===== config.mk =====
export PLATFORM = sky130hd
export DESIGN_NAME = dxt5_block_decoder_top
export DESIGN_NICKNAME = d
export VERILOG_FILES = /design/src/hw/rtl/dxt5_pkg.sv /design/src/hw/rtl/dxt5_block_decoder_top.sv
export VERILOG_INCLUDE_DIRS = /design/src /design/src/hw/rtl
export SDC_FILE = /design/constraint.sdc
export NUM_CORES = 2
export LEC_CHECK = 0
export BUFFER_PORTS_ARGS = -buffer_cell sky130_fd_sc_hd__buf_2
export CAP_MARGIN = 10
export CORE_AREA = 2 2 387 389
export CTS_CLUSTER_DIAMETER = 80
export DETAILED_ROUTE_END_ITERATION = 8
export DIE_AREA = 0 0 389 391
export PLACE_DENSITY_LB_ADDON = 0.2
export SETUP_SLACK_MARGIN = 0.02
export SYNTH_ARGS = -nofsm -noshare
export SYNTH_HDL_FRONTEND = slang
export SYNTH_SLANG_ARGS = --single-unit

===== constraint.sdc =====
create_clock -name i_clk -period 21.7 [get_ports i_clk]
set_clock_uncertainty 0.15 [all_clocks]
set_input_delay 2.17 -clock i_clk [delete_from_list [all_inputs] [get_ports i_clk]]
set_output_delay 2.17 -clock i_clk [all_outputs]
set_load 0.005 [all_outputs]

===== src/hw/rtl/assert_macros.svh =====
// ---------------------------------------------------------------------------
// assertion helpers shared by the rtl
// ---------------------------------------------------------------------------
`ifndef ASSERT_MACROS_SVH
`define ASSERT_MACROS_SVH

// same-cycle implication, checked on the rising edge of i_clk
`define ASSERT_SAME(label, ante, cons) \
    label: assert property (@(posedge i_clk) disable iff (!i_rst_n) (ante) |-> (cons)) \
        else $error("assertion failed");

// next-cycle implication, checked on the rising edge of i_clk
`define ASSERT_NEXT(label, ante, cons) \
    label: assert property (@(posedge i_clk) disable iff (!i_rst_n) (ante) |=> (cons)) \
        else $error("assertion failed");

`endif


===== src/hw/rtl/dxt5_pkg.sv =====
// ---------------------------------------------------------------------------
// dxt5_pkg
// types, constants and palette helpers for the dxt5 block decoder
// ---------------------------------------------------------------------------
package dxt5_pkg;

    // configuration register indexes
    localparam logic CFG_IMAGE_WIDTH  = 1'b0;
    localparam logic CFG_IMAGE_HEIGHT = 1'b1;

    localparam int          CFG_W         = 13;
    localparam logic [12:0] EXTENT_RESET  = 13'd4096;
    localparam int          DEF_MAX_EXTENT = 4096;

    // reciprocals for truncating divides (scaled by 2^15, rounded up)
    localparam logic [23:0] RECIP_7 = 24'd4682;
    localparam logic [23:0] RECIP_5 = 24'd6554;
    localparam logic [23:0] RECIP_3 = 24'd10923;

    typedef logic [7:0][7:0]  t_apal;   // eight alpha entries
    typedef logic [3:0][23:0] t_cpal;   // four rgb888 entries

    // x / 7 for x up to 1785
    function automatic logic [7:0] div7(input logic [10:0] x);
        logic [23:0] p;
        p = 24'(x) * RECIP_7;
        return p[22:15];
    endfunction

    // x / 5 for x up to 1275
    function automatic logic [7:0] div5(input logic [10:0] x);
        logic [23:0] p;
        p = 24'(x) * RECIP_5;
        return p[22:15];
    endfunction

    // x / 3 for x up to 765
    function automatic logic [7:0] div3(input logic [9:0] x);
        logic [23:0] p;
        p = 24'(x) * RECIP_3;
        return p[22:15];
    endfunction

    // alpha palette, six-step or four-step mode by endpoint order
    function automatic t_apal alpha_palette(input logic [7:0] a0, input logic [7:0] a1);
        t_apal pal;
        pal    = '0;
        pal[0] = a0;
        pal[1] = a1;
        if (a0 > a1) begin
            for (int i = 1; i <= 6; i++) begin
                pal[i + 1] = div7(11'(a0) * 11'(7 - i) + 11'(a1) * 11'(i));
            end
        end else begin
            for (int i = 1; i <= 4; i++) begin
                pal[i + 1] = div5(11'(a0) * 11'(5 - i) + 11'(a1) * 11'(i));
            end
            pal[6] = 8'd0;
            pal[7] = 8'd255;
        end
        return pal;
    endfunction

    // rgb565 to rgb888 by bit replication
    function automatic logic [23:0] expand565(input logic [15:0] c);
        logic [4:0] r;
        logic [5:0] g;
        logic [4:0] b;
        r = c[15:11];
        g = c[10:5];
        b = c[4:0];
        return {r, r[4:2], g, g[5:4], b, b[4:2]};
    endfunction

    // four-color palette with truncating thirds
    function automatic t_cpal color_palette(input logic [15:0] c0, input logic [15:0] c1);
        t_cpal       pal;
        logic [23:0] e0;
        logic [23:0] e1;
        e0     = expand565(c0);
        e1     = expand565(c1);
        pal    = '0;
        pal[0] = e0;
        pal[1] = e1;
        for (int ch = 0; ch < 3; ch++) begin
            pal[2][ch*8 +: 8] = div3({1'b0, e0[ch*8 +: 8], 1'b0} + 10'(e1[ch*8 +: 8]));
            pal[3][ch*8 +: 8] = div3(10'(e0[ch*8 +: 8]) + {1'b0, e1[ch*8 +: 8], 1'b0});
        end
        return pal;
    endfunction

    // index of the single set bit of a one-hot pixel mask
    function automatic logic [3:0] encode16(input logic [15:0] oh);
        logic [3:0] idx;
        idx = '0;
        for (int i = 0; i < 16; i++) begin
            if (oh[i]) begin
                idx = idx | 4'(i);
            end
        end
        return idx;
    endfunction

endpackage


===== src/hw/rtl/dxt5_block_decoder_top.sv =====
// ---------------------------------------------------------------------------
// dxt5_block_decoder_top
// bc3 / dxt5 block decoder: one compressed 4x4 block in, argb pixels out
// ---------------------------------------------------------------------------
// Input channel: i_in_valid / o_in_stall carry one compressed block word
// (alpha and color endpoints, index codes, tile column and row). Output
// channel: o_out_valid / i_out_stall carry one decoded pixel word per
// cycle while not stalled, in raster order, pixels at or beyond the image
// size skipped, with o_last_pixel set on the final pixel of the block. A
// block with no pixel inside the image produces no output word.
// A block word moves from the input register to the emit stage, and each
// pixel is registered in the output register. Throughput: one pixel per
// cycle while the receiver does not stall; a clipped block yields only its
// visible pixels. The pixel emit stage sets this rate; the next block
// waits in the input register meanwhile.
// Image size is set by the write port (index 0 width, index 1 height);
// write it only while the decoder is empty. Reset (synchronous, active
// low) empties all stages and sets both sizes to 4096. While the receiver
// stalls, the pixel on the output holds and the decoder fills up, then
// stalls the input.
// ---------------------------------------------------------------------------
module dxt5_block_decoder_top #(
    parameter int MAX_EXTENT = dxt5_pkg::DEF_MAX_EXTENT
) (
    input  logic                        i_clk,
    input  logic                        i_rst_n,
    // configuration write port
    input  logic                        i_cfg_we,
    input  logic                        i_cfg_index,
    input  logic [dxt5_pkg::CFG_W-1:0]  i_cfg_data,
    // block input channel
    input  logic                        i_in_valid,
    output logic                        o_in_stall,
    input  logic [7:0]                  i_alpha_end0,
    input  logic [7:0]                  i_alpha_end1,
    input  logic [47:0]                 i_alpha_codes,
    input  logic [15:0]                 i_color_end0,
    input  logic [15:0]                 i_color_end1,
    input  logic [31:0]                 i_color_codes,
    input  logic [9:0]                  i_tile_col,
    input  logic [9:0]                  i_tile_row,
    // pixel output channel
    output logic                        o_out_valid,
    input  logic                        i_out_stall,
    output logic [11:0]                 o_pixel_x,
    output logic [11:0]                 o_pixel_y,
    output logic [31:0]                 o_argb,
    output logic                        o_last_pixel
);
    import dxt5_pkg::*;

    `include "assert_macros.svh"

    localparam int EXT_W = $clog2(MAX_EXTENT + 1);
    localparam int CMP_W = (EXT_W > CFG_W) ? EXT_W : CFG_W;

    // configuration registers
    logic [CFG_W-1:0] r_width;
    logic [CFG_W-1:0] r_height;

    // input stage
    logic        r_a_vld;
    logic [7:0]  r_a_a0;
    logic [7:0]  r_a_a1;
    logic [47:0] r_a_acodes;
    logic [15:0] r_a_c0;
    logic [15:0] r_a_c1;
    logic [31:0] r_a_ccodes;
    logic [9:0]  r_a_col;
    logic [9:0]  r_a_row;

    // emit stage
    logic [15:0] r_b_mask;
    logic [15:0] n_b_mask;
    t_apal       r_b_apal;
    t_cpal       r_b_cpal;
    logic [47:0] r_b_acodes;
    logic [31:0] r_b_ccodes;
    logic [9:0]  r_b_col;
    logic [9:0]  r_b_row;

    // output stage
    logic        r_o_vld;
    logic [11:0] r_o_x;
    logic [11:0] r_o_y;
    logic [31:0] r_o_argb;
    logic        r_o_last;

    logic        o_free;
    logic        emit;
    logic        b_free;
    logic        a_to_b;
    logic        a_take;
    logic [15:0] sel_oh;
    logic [15:0] rest;
    logic [3:0]  sel_idx;
    logic [2:0]  sel_ai;
    logic [1:0]  sel_ci;
    logic [CMP_W-1:0] w_lim;
    logic [CMP_W-1:0] h_lim;
    logic [3:0]  col_in;
    logic [3:0]  row_in;

    // configuration writes
    always_ff @(posedge i_clk) begin
        if (!i_rst_n) begin
            r_width  <= EXTENT_RESET;
            r_height <= EXTENT_RESET;
        end else if (i_cfg_we) begin
            case (i_cfg_index)
                CFG_IMAGE_WIDTH:  r_width  <= i_cfg_data;
                CFG_IMAGE_HEIGHT: r_height <= i_cfg_data;
                default: ;
            endcase
        end
    end

    // handshake and stage movement
    assign o_free     = !r_o_vld || !i_out_stall;
    assign emit       = (r_b_mask != '0) && o_free;
    assign sel_oh     = r_b_mask & (~r_b_mask + 16'd1);
    assign rest       = r_b_mask & ~sel_oh;
    assign b_free     = (r_b_mask == '0) || (emit && (rest == '0));
    assign a_to_b     = r_a_vld && b_free;
    assign a_take     = i_in_valid && (!r_a_vld || a_to_b);
    assign o_in_stall = r_a_vld && !a_to_b;

    // input register
    always_ff @(posedge i_clk) begin
        if (!i_rst_n) begin
            r_a_vld <= 1'b0;
        end else if (a_take) begin
            r_a_vld <= 1'b1;
        end else if (a_to_b) begin
            r_a_vld <= 1'b0;
        end
    end

    always_ff @(posedge i_clk) begin
        if (a_take) begin
            r_a_a0     <= i_alpha_end0;
            r_a_a1     <= i_alpha_end1;
            r_a_acodes <= i_alpha_codes;
            r_a_c0     <= i_color_end0;
            r_a_c1     <= i_color_end1;
            r_a_ccodes <= i_color_codes;
            r_a_col    <= i_tile_col;
            r_a_row    <= i_tile_row;
        end
    end

    // image size limits, clamped to the supported extent
    always_comb begin
        w_lim = CMP_W'(r_width);
        h_lim = CMP_W'(r_height);
        if (w_lim > CMP_W'(MAX_EXTENT)) begin
            w_lim = CMP_W'(MAX_EXTENT);
        end
        if (h_lim > CMP_W'(MAX_EXTENT)) begin
            h_lim = CMP_W'(MAX_EXTENT);
        end
    end

    // visible columns and rows of the incoming block
    always_comb begin
        for (int k = 0; k < 4; k++) begin
            col_in[k] = CMP_W'({r_a_col, 2'(k)}) < w_lim;
            row_in[k] = CMP_W'({r_a_row, 2'(k)}) < h_lim;
        end
    end

    // next pixel mask: load a new block or retire the emitted pixel
    always_comb begin
        n_b_mask = r_b_mask;
        if (a_to_b) begin
            for (int p = 0; p < 16; p++) begin
                n_b_mask[p] = col_in[p % 4] && row_in[p / 4];
            end
        end else if (emit) begin
            n_b_mask = rest;
        end
    end

    // emit stage: decoded palettes and pending pixel mask
    always_ff @(posedge i_clk) begin
        if (!i_rst_n) begin
            r_b_mask <= '0;
        end else begin
            r_b_mask <= n_b_mask;
        end
    end

    always_ff @(posedge i_clk) begin
        if (a_to_b) begin
            r_b_apal   <= alpha_palette(r_a_a0, r_a_a1);
            r_b_cpal   <= color_palette(r_a_c0, r_a_c1);
            r_b_acodes <= r_a_acodes;
            r_b_ccodes <= r_a_ccodes;
            r_b_col    <= r_a_col;
            r_b_row    <= r_a_row;
        end
    end

    // lowest pending pixel and its palette indexes
    assign sel_idx = encode16(sel_oh);
    assign sel_ai  = r_b_acodes[3*sel_idx +: 3];
    assign sel_ci  = r_b_ccodes[2*sel_idx +: 2];

    // output register
    always_ff @(posedge i_clk) begin
        if (!i_rst_n) begin
            r_o_vld <= 1'b0;
        end else if (o_free) begin
            r_o_vld <= emit;
        end
    end

    always_ff @(posedge i_clk) begin
        if (emit) begin
            r_o_x    <= {r_b_col, sel_idx[1:0]};
            r_o_y    <= {r_b_row, sel_idx[3:2]};
            r_o_argb <= {r_b_apal[sel_ai], r_b_cpal[sel_ci]};
            r_o_last <= (rest == '0);
        end
    end

    assign o_out_valid  = r_o_vld;
    assign o_pixel_x    = r_o_x;
    assign o_pixel_y    = r_o_y;
    assign o_argb       = r_o_argb;
    assign o_last_pixel = r_o_last;

    // checks
    `ASSERT_NEXT(a_emit_loads_out, emit, r_o_vld && (r_o_x[1:0] == $past(sel_idx[1:0])))
    `ASSERT_NEXT(a_stall_holds_mask, r_o_vld && i_out_stall && (r_b_mask != '0),
                 $stable(r_b_mask))
    `ASSERT_SAME(a_empty_no_stall, !r_a_vld, !o_in_stall)
    `ASSERT_SAME(a_last_ends_block, emit && (rest == '0) && r_a_vld, a_to_b)

endmodule

Yosys cells after proc, flatten, opt, wreduce, memory -nomap -nowiden
Index checks and enable logic that the tools add are counted.
- output and inout port bits: 59
- word-level logic and storage cells: 154
- input bits: 167
- flip-flop bits (word level): 509
- reduce and logical (&&, ||, !) cells: 35
- multipliers: 23
- shifts and indexed selects: 2
- muxes and demuxes: 26
- bitwise operators: 5
- $lt $le $gt $ge: 13
- $add $sub $neg: 17
- operators by type and width (operator ; number):
    $mul A11 B12 Y22 const B ; 10
    $mul A10 B14 Y23 const B ; 6
    $lt A12 B13 Y1 ; 8
    $bmux W24 S2 ; 1
    $shiftx A48 B7 Y3 ; 1
    $mul A8 B2 Y10 const B ; 4
    $and A16 B16 Y16 ; 2
    $logic_not A16 Y1 ; 2
    $mux W16 ; 2
    $mux W32 ; 1
    $mux W4 ; 8
    $not A16 Y16 ; 2
    $shiftx A32 B6 Y2 ; 1
    $add A8 B9 Y10 ; 3
    $add A9 B8 Y10 ; 3
    $gt A13 B13 Y1 const B ; 2
    $mux W13 ; 2
    $bmux W8 S3 ; 1
    $mux W24 ; 1
    $add A10 B10 Y11 ; 2
    $mul A8 B3 Y11 const B ; 2
    $logic_and A1 B1 Y1 ; 21
    $add A16 B1 Y16 const B ; 1
    $reduce_bool A16 Y1 ; 1
    21 further kinds ; 34

Depth between registers and ports, before layout
- depth after elaboration: 22
- mapped depth: 35
- mapped depth without buffers: 35

Worst setup path before layout
Ideal clock, no wire load.
- path type: input -> register
- start point: input i_out_stall
- end point: register r_b_acodes[0], enable pin
- data arrival time: 13.106 ns
- library setup time: 0.879 ns
- path buffers: 0
- setup slack: 7.564 ns
- data required time: 20.671 ns
- stages: 3
- cells stage by stage: nand2_1 > a21oi_1 > nor2b_1
- word-level cells in the longest chain between the ends: 6
- RTL lines (element ; RTL line ; source):
    start: declaration ; dxt5_block_decoder_top.sv:44 ; input logic i_out_stall,
    $logic_not A1 Y1 ; dxt5_block_decoder_top.sv:119 ; assign o_free = !r_o_vld || !i_out_stall;
    $logic_or A1 B1 Y1 ; dxt5_block_decoder_top.sv:119 ;
    $logic_and A1 B1 Y1 ; dxt5_block_decoder_top.sv:120 ; assign emit = (r_b_mask != '0) && o_free;
    $logic_and A1 B1 Y1 ; dxt5_block_decoder_top.sv:123 ; assign b_free = (r_b_mask == '0) || (emit && (rest == '0));
    $logic_or A1 B1 Y1 ; dxt5_block_decoder_top.sv:123 ;
    $logic_and A1 B1 Y1 ; dxt5_block_decoder_top.sv:124 ; assign a_to_b = r_a_vld && b_free;
    via a_to_b ; dxt5_block_decoder_top.sv:92 ; logic a_to_b;
    end signal: assignment ; dxt5_block_decoder_top.sv:197 ; r_b_acodes <= r_a_acodes;
    end: declaration ; dxt5_block_decoder_top.sv:77 ; logic [47:0] r_b_acodes;
The timed path passes the listed nets, and every way through them passes these cells.
A chain may end at the register's enable or synchronous reset.

Worst setup path after layout
- start point: register r_a_a1[0]
- end point: register r_b_apal[39] (netlist name), data pin
- word-level cells in the longest chain between the ends: 4
- elaborated cells between the ends (all ways): 7
- classes of those cells: 2 x add/sub; 3 x mul; 1 x order compare; 1 x mux
- RTL lines (element ; RTL line ; source):
    start: declaration ; dxt5_block_decoder_top.sv:64 ; logic [7:0] r_a_a1;
    start signal: assignment ; dxt5_block_decoder_top.sv:142 ; r_a_a1 <= i_alpha_end1;
    $mul A8 B2 Y10 ; dxt5_pkg.sv:52, dxt5_pkg.sv:56 ;
    $add A9 B10 Y11 or $add A10 B10 Y11 (tied branches) ; dxt5_pkg.sv:56, dxt5_pkg.sv:52 ;
    $mul A11 B12 Y22 (on tied branches) ; dxt5_pkg.sv:33, dxt5_pkg.sv:26 ;
    $mux W32 * ; dxt5_pkg.sv:50 ; if (a0 > a1) begin
    end signal: assignment ; dxt5_block_decoder_top.sv:195 ; r_b_apal <= alpha_palette(r_a_a0, r_a_a1);
    end: declaration ; dxt5_block_decoder_top.sv:75 ; t_apal r_b_apal;
Mark *: on every way between the ends. The rest lies on a longest branch, timed or not.

==> run metrics <==
Clk Latency, worst-skew pair 680 ps; root buffer cell clkbuf_16; Final Slew Violations 0; Area growth, synth to finish 11.6%; measured slew at the worst slew-check pin 1030 ps; final wirelength 120000 µm; ys flop type edfxtp_1; Die Ht 391 µm; DIE AREA 0.152 mm²; Yosys cell types 89; WS Path Type reg -> reg; io pins 226; sequential cell area fraction in the yosys report 28.0%; post-synthesis cell area 0.0514 mm²; mux cell area share after synthesis 3.42%; count leader, synth ha_1; post-synthesis net count 6265; largest net degree at the start of global routing 69; Synth Area per Inst 11.4 µm²; #FFs+latches synth 493; Yosys top cell area share 28.1%; Worst-path clk slew 60 ps; Worst path max stage delay 560 ps; Vias 32586; min setup slack post-route 12740 ps; run status complete, no violations; Commonest cells post-synth 1153 x ha_1, 800 x inv_1, 449 x edfxtp_1; CP top delay family adder cells; placed insts 6677; number of enable flip-flop cells after synthesis 449; critical path arrival 9190 ps; drt first pass iters 5; DR vias/cell 4.79; Post-Synth XOR/XNOR Area 4.03%; final hold violation count 0; GRT Overall Usage 16.2%; critical-path cell with the highest stage delay fa_1; Post-CTS Setup Inserts 0; RSZ-0062 raised after global routing false; Clock Path Buffers 3; Setup WS pre-CTS 12790 ps; post-cts sizing count 0; total negative slack 0 ps; initial DRC count 1262; register-to-register setup slack 12740 ps; period utilisation layout 41.3%; row count 142; Post-Synth Adder-Cell Area 44.6%; htree depth 3; Clock Sinks 493; Async S/R FF share, synth 0%; Finish-stage setup viols 0; Avg WL per Cell 17.6 µm; met1 capacity usage during global routing 22.5%; Initial Util 34.6%; chip width 389 µm; synth top area cells ha_1 28%, edfxtp_1 26%, fa_1 16%, inv_1 5.8%, xnor2_1 2.9%; final hold slack 262 ps; GP Congestion 0.802; slew margin rel. 31.1%; CP required 21930 ps; YS warnings 0; number of CTS-inserted buffers 71; DPL Wire Length 97000 µm; M3 GR Usage 2.26%; Hold Path Class reg -> reg; Post-Synth Simple-Gate Area 5.91%; Compound-Gate Fraction of Synth Area 7.68%; global route hottest layer met2; initial antenna violation count 5; CP Capture Type flip-flop; maximum clock frequency 112 MHz; Cells after Synth 4523; Port Buf Inserts 225; NumNets Final 6548; Min Clock Period, post-route 8960 ps; vias in the first global route 34297; area leader, netlist ha_1; CTS tree done; share of cells above drive strength 1 8.87%; met2 usage 26.7%; Core Region 0.149 mm²; GR Overflow Total 0; CP max FO 23; most frequent CP cell fa_1; main combinational cell family by area after synthesis adder cells; Finished Layout Cells 6806; Remaining DRCs 0; first-pass GRT wire length 193000 µm; Post-DRT Antenna Nets 0; Worst Path Buf+Inv 4; startpoint types flip-flop; Max-Cap Viols 0; hold_buf cts 0
[routing by layer]
| metal | routed length [µm] | vias to the layer above |
|---|---|---|
| met5 | 44 | - |
| met4 | 2320 | 6 |
| met3 | 3440 | 119 |
| met2 | 55200 | 362 |
| met1 | 58700 | 15812 |
| li1 | - | 16287 |
[state kept, by name (all words and copies together) (netlist names), 8 cells and up]
register    flops
r_a_acodes     48
r_a_c1         16
r_a_col        10
r_a_a0          8
r_b_acodes     48
o_argb         32
r_a_c0         16
o_pixel_x      12
r_b_ccodes     32
r_b_mask       16
r_width        13
o_pixel_y      12
r_b_row        10
r_a_a1          8
r_a_ccodes     32
r_b_apal       64
r_b_col        10
r_b_cpal       80
r_height       13
r_a_row        10
[area by class of cell]
class	count	area, µm²
inverter	802	3010
multi-input combinational	3186	33800
sequential	493	14400
clock inverter	43	527
timing repair buffer	252	1330
tap	1944	2430
clock buffer	84	1920
fill	14546	91200
antenna	2	5.00
[cell families after synthesis]
kind of cell | Yosys count
flip-flops | 493
multiplexers | 160
XOR/XNOR | 235
adder cells (fa/ha/maj) | 1577
AO/OA/AOI/OAI | 605
buffers and inverters | 844
AND/OR/NAND/NOR | 609
[worst paths after layout]
| check | from | to | cells past startpoint |
|---|---|---|---|
| hold / removal | r_a_ccodes[29]$_DFFE_PP_ | r_b_ccodes[29]$_DFFE_PP_ | 0 |
| setup reg to reg | r_a_a1[0]$_DFFE_PP_ | r_b_apal[39]$_DFFE_PP_ | 30 |
| setup / recovery | r_a_a1[0]$_DFFE_PP_ | r_b_apal[39]$_DFFE_PP_ | 30 |
| hold reg to reg | r_a_ccodes[29]$_DFFE_PP_ | r_b_ccodes[29]$_DFFE_PP_ | 0 |
[layout by cell type (no fill, tap or decap), types with 17 or more instances in the layout]
cell type  count
a21o_1        66
nand2_1      159
clkbuf_16     74
inv_1        800
or3_1         17
buf_4         27
xor2_1        62
o21bai_1      43
mux2i_1      133
fa_1         422
a211oi_1      24
o21ai_0      109
edfxtp_1     449
a21oi_1      178
nand3_1       55
nor3_1        62
o21a_1        44
ha_1        1153
nor2_1       147
nor2b_1       32
a21boi_0      30
buf_2        225
nand2b_1      45
dfxtp_1       44
xnor2_1      172
[through the flow]
step	utilization (%)	cell area [µm²]
after detailed placement	37.0	54900
after global placement	37.0	54900
after global routing	38.6	57300
after CTS	38.6	57300
after floorplan	-	51400
final	38.6	57300
[worst reg2reg max path, delay by kind of cell (launching register included)]
family | cells | cell delay (ps)
compound gates | 13 | 2870
xor+xnor | 3 | 860
fa+ha+maj | 9 | 3800
buf+inv | 4 | 460
flops | 1 | 370
simple gates | 1 | 160
Power is not shown: default switching activity piles up to over one toggle a cycle in this logic, so the estimate is an artifact.
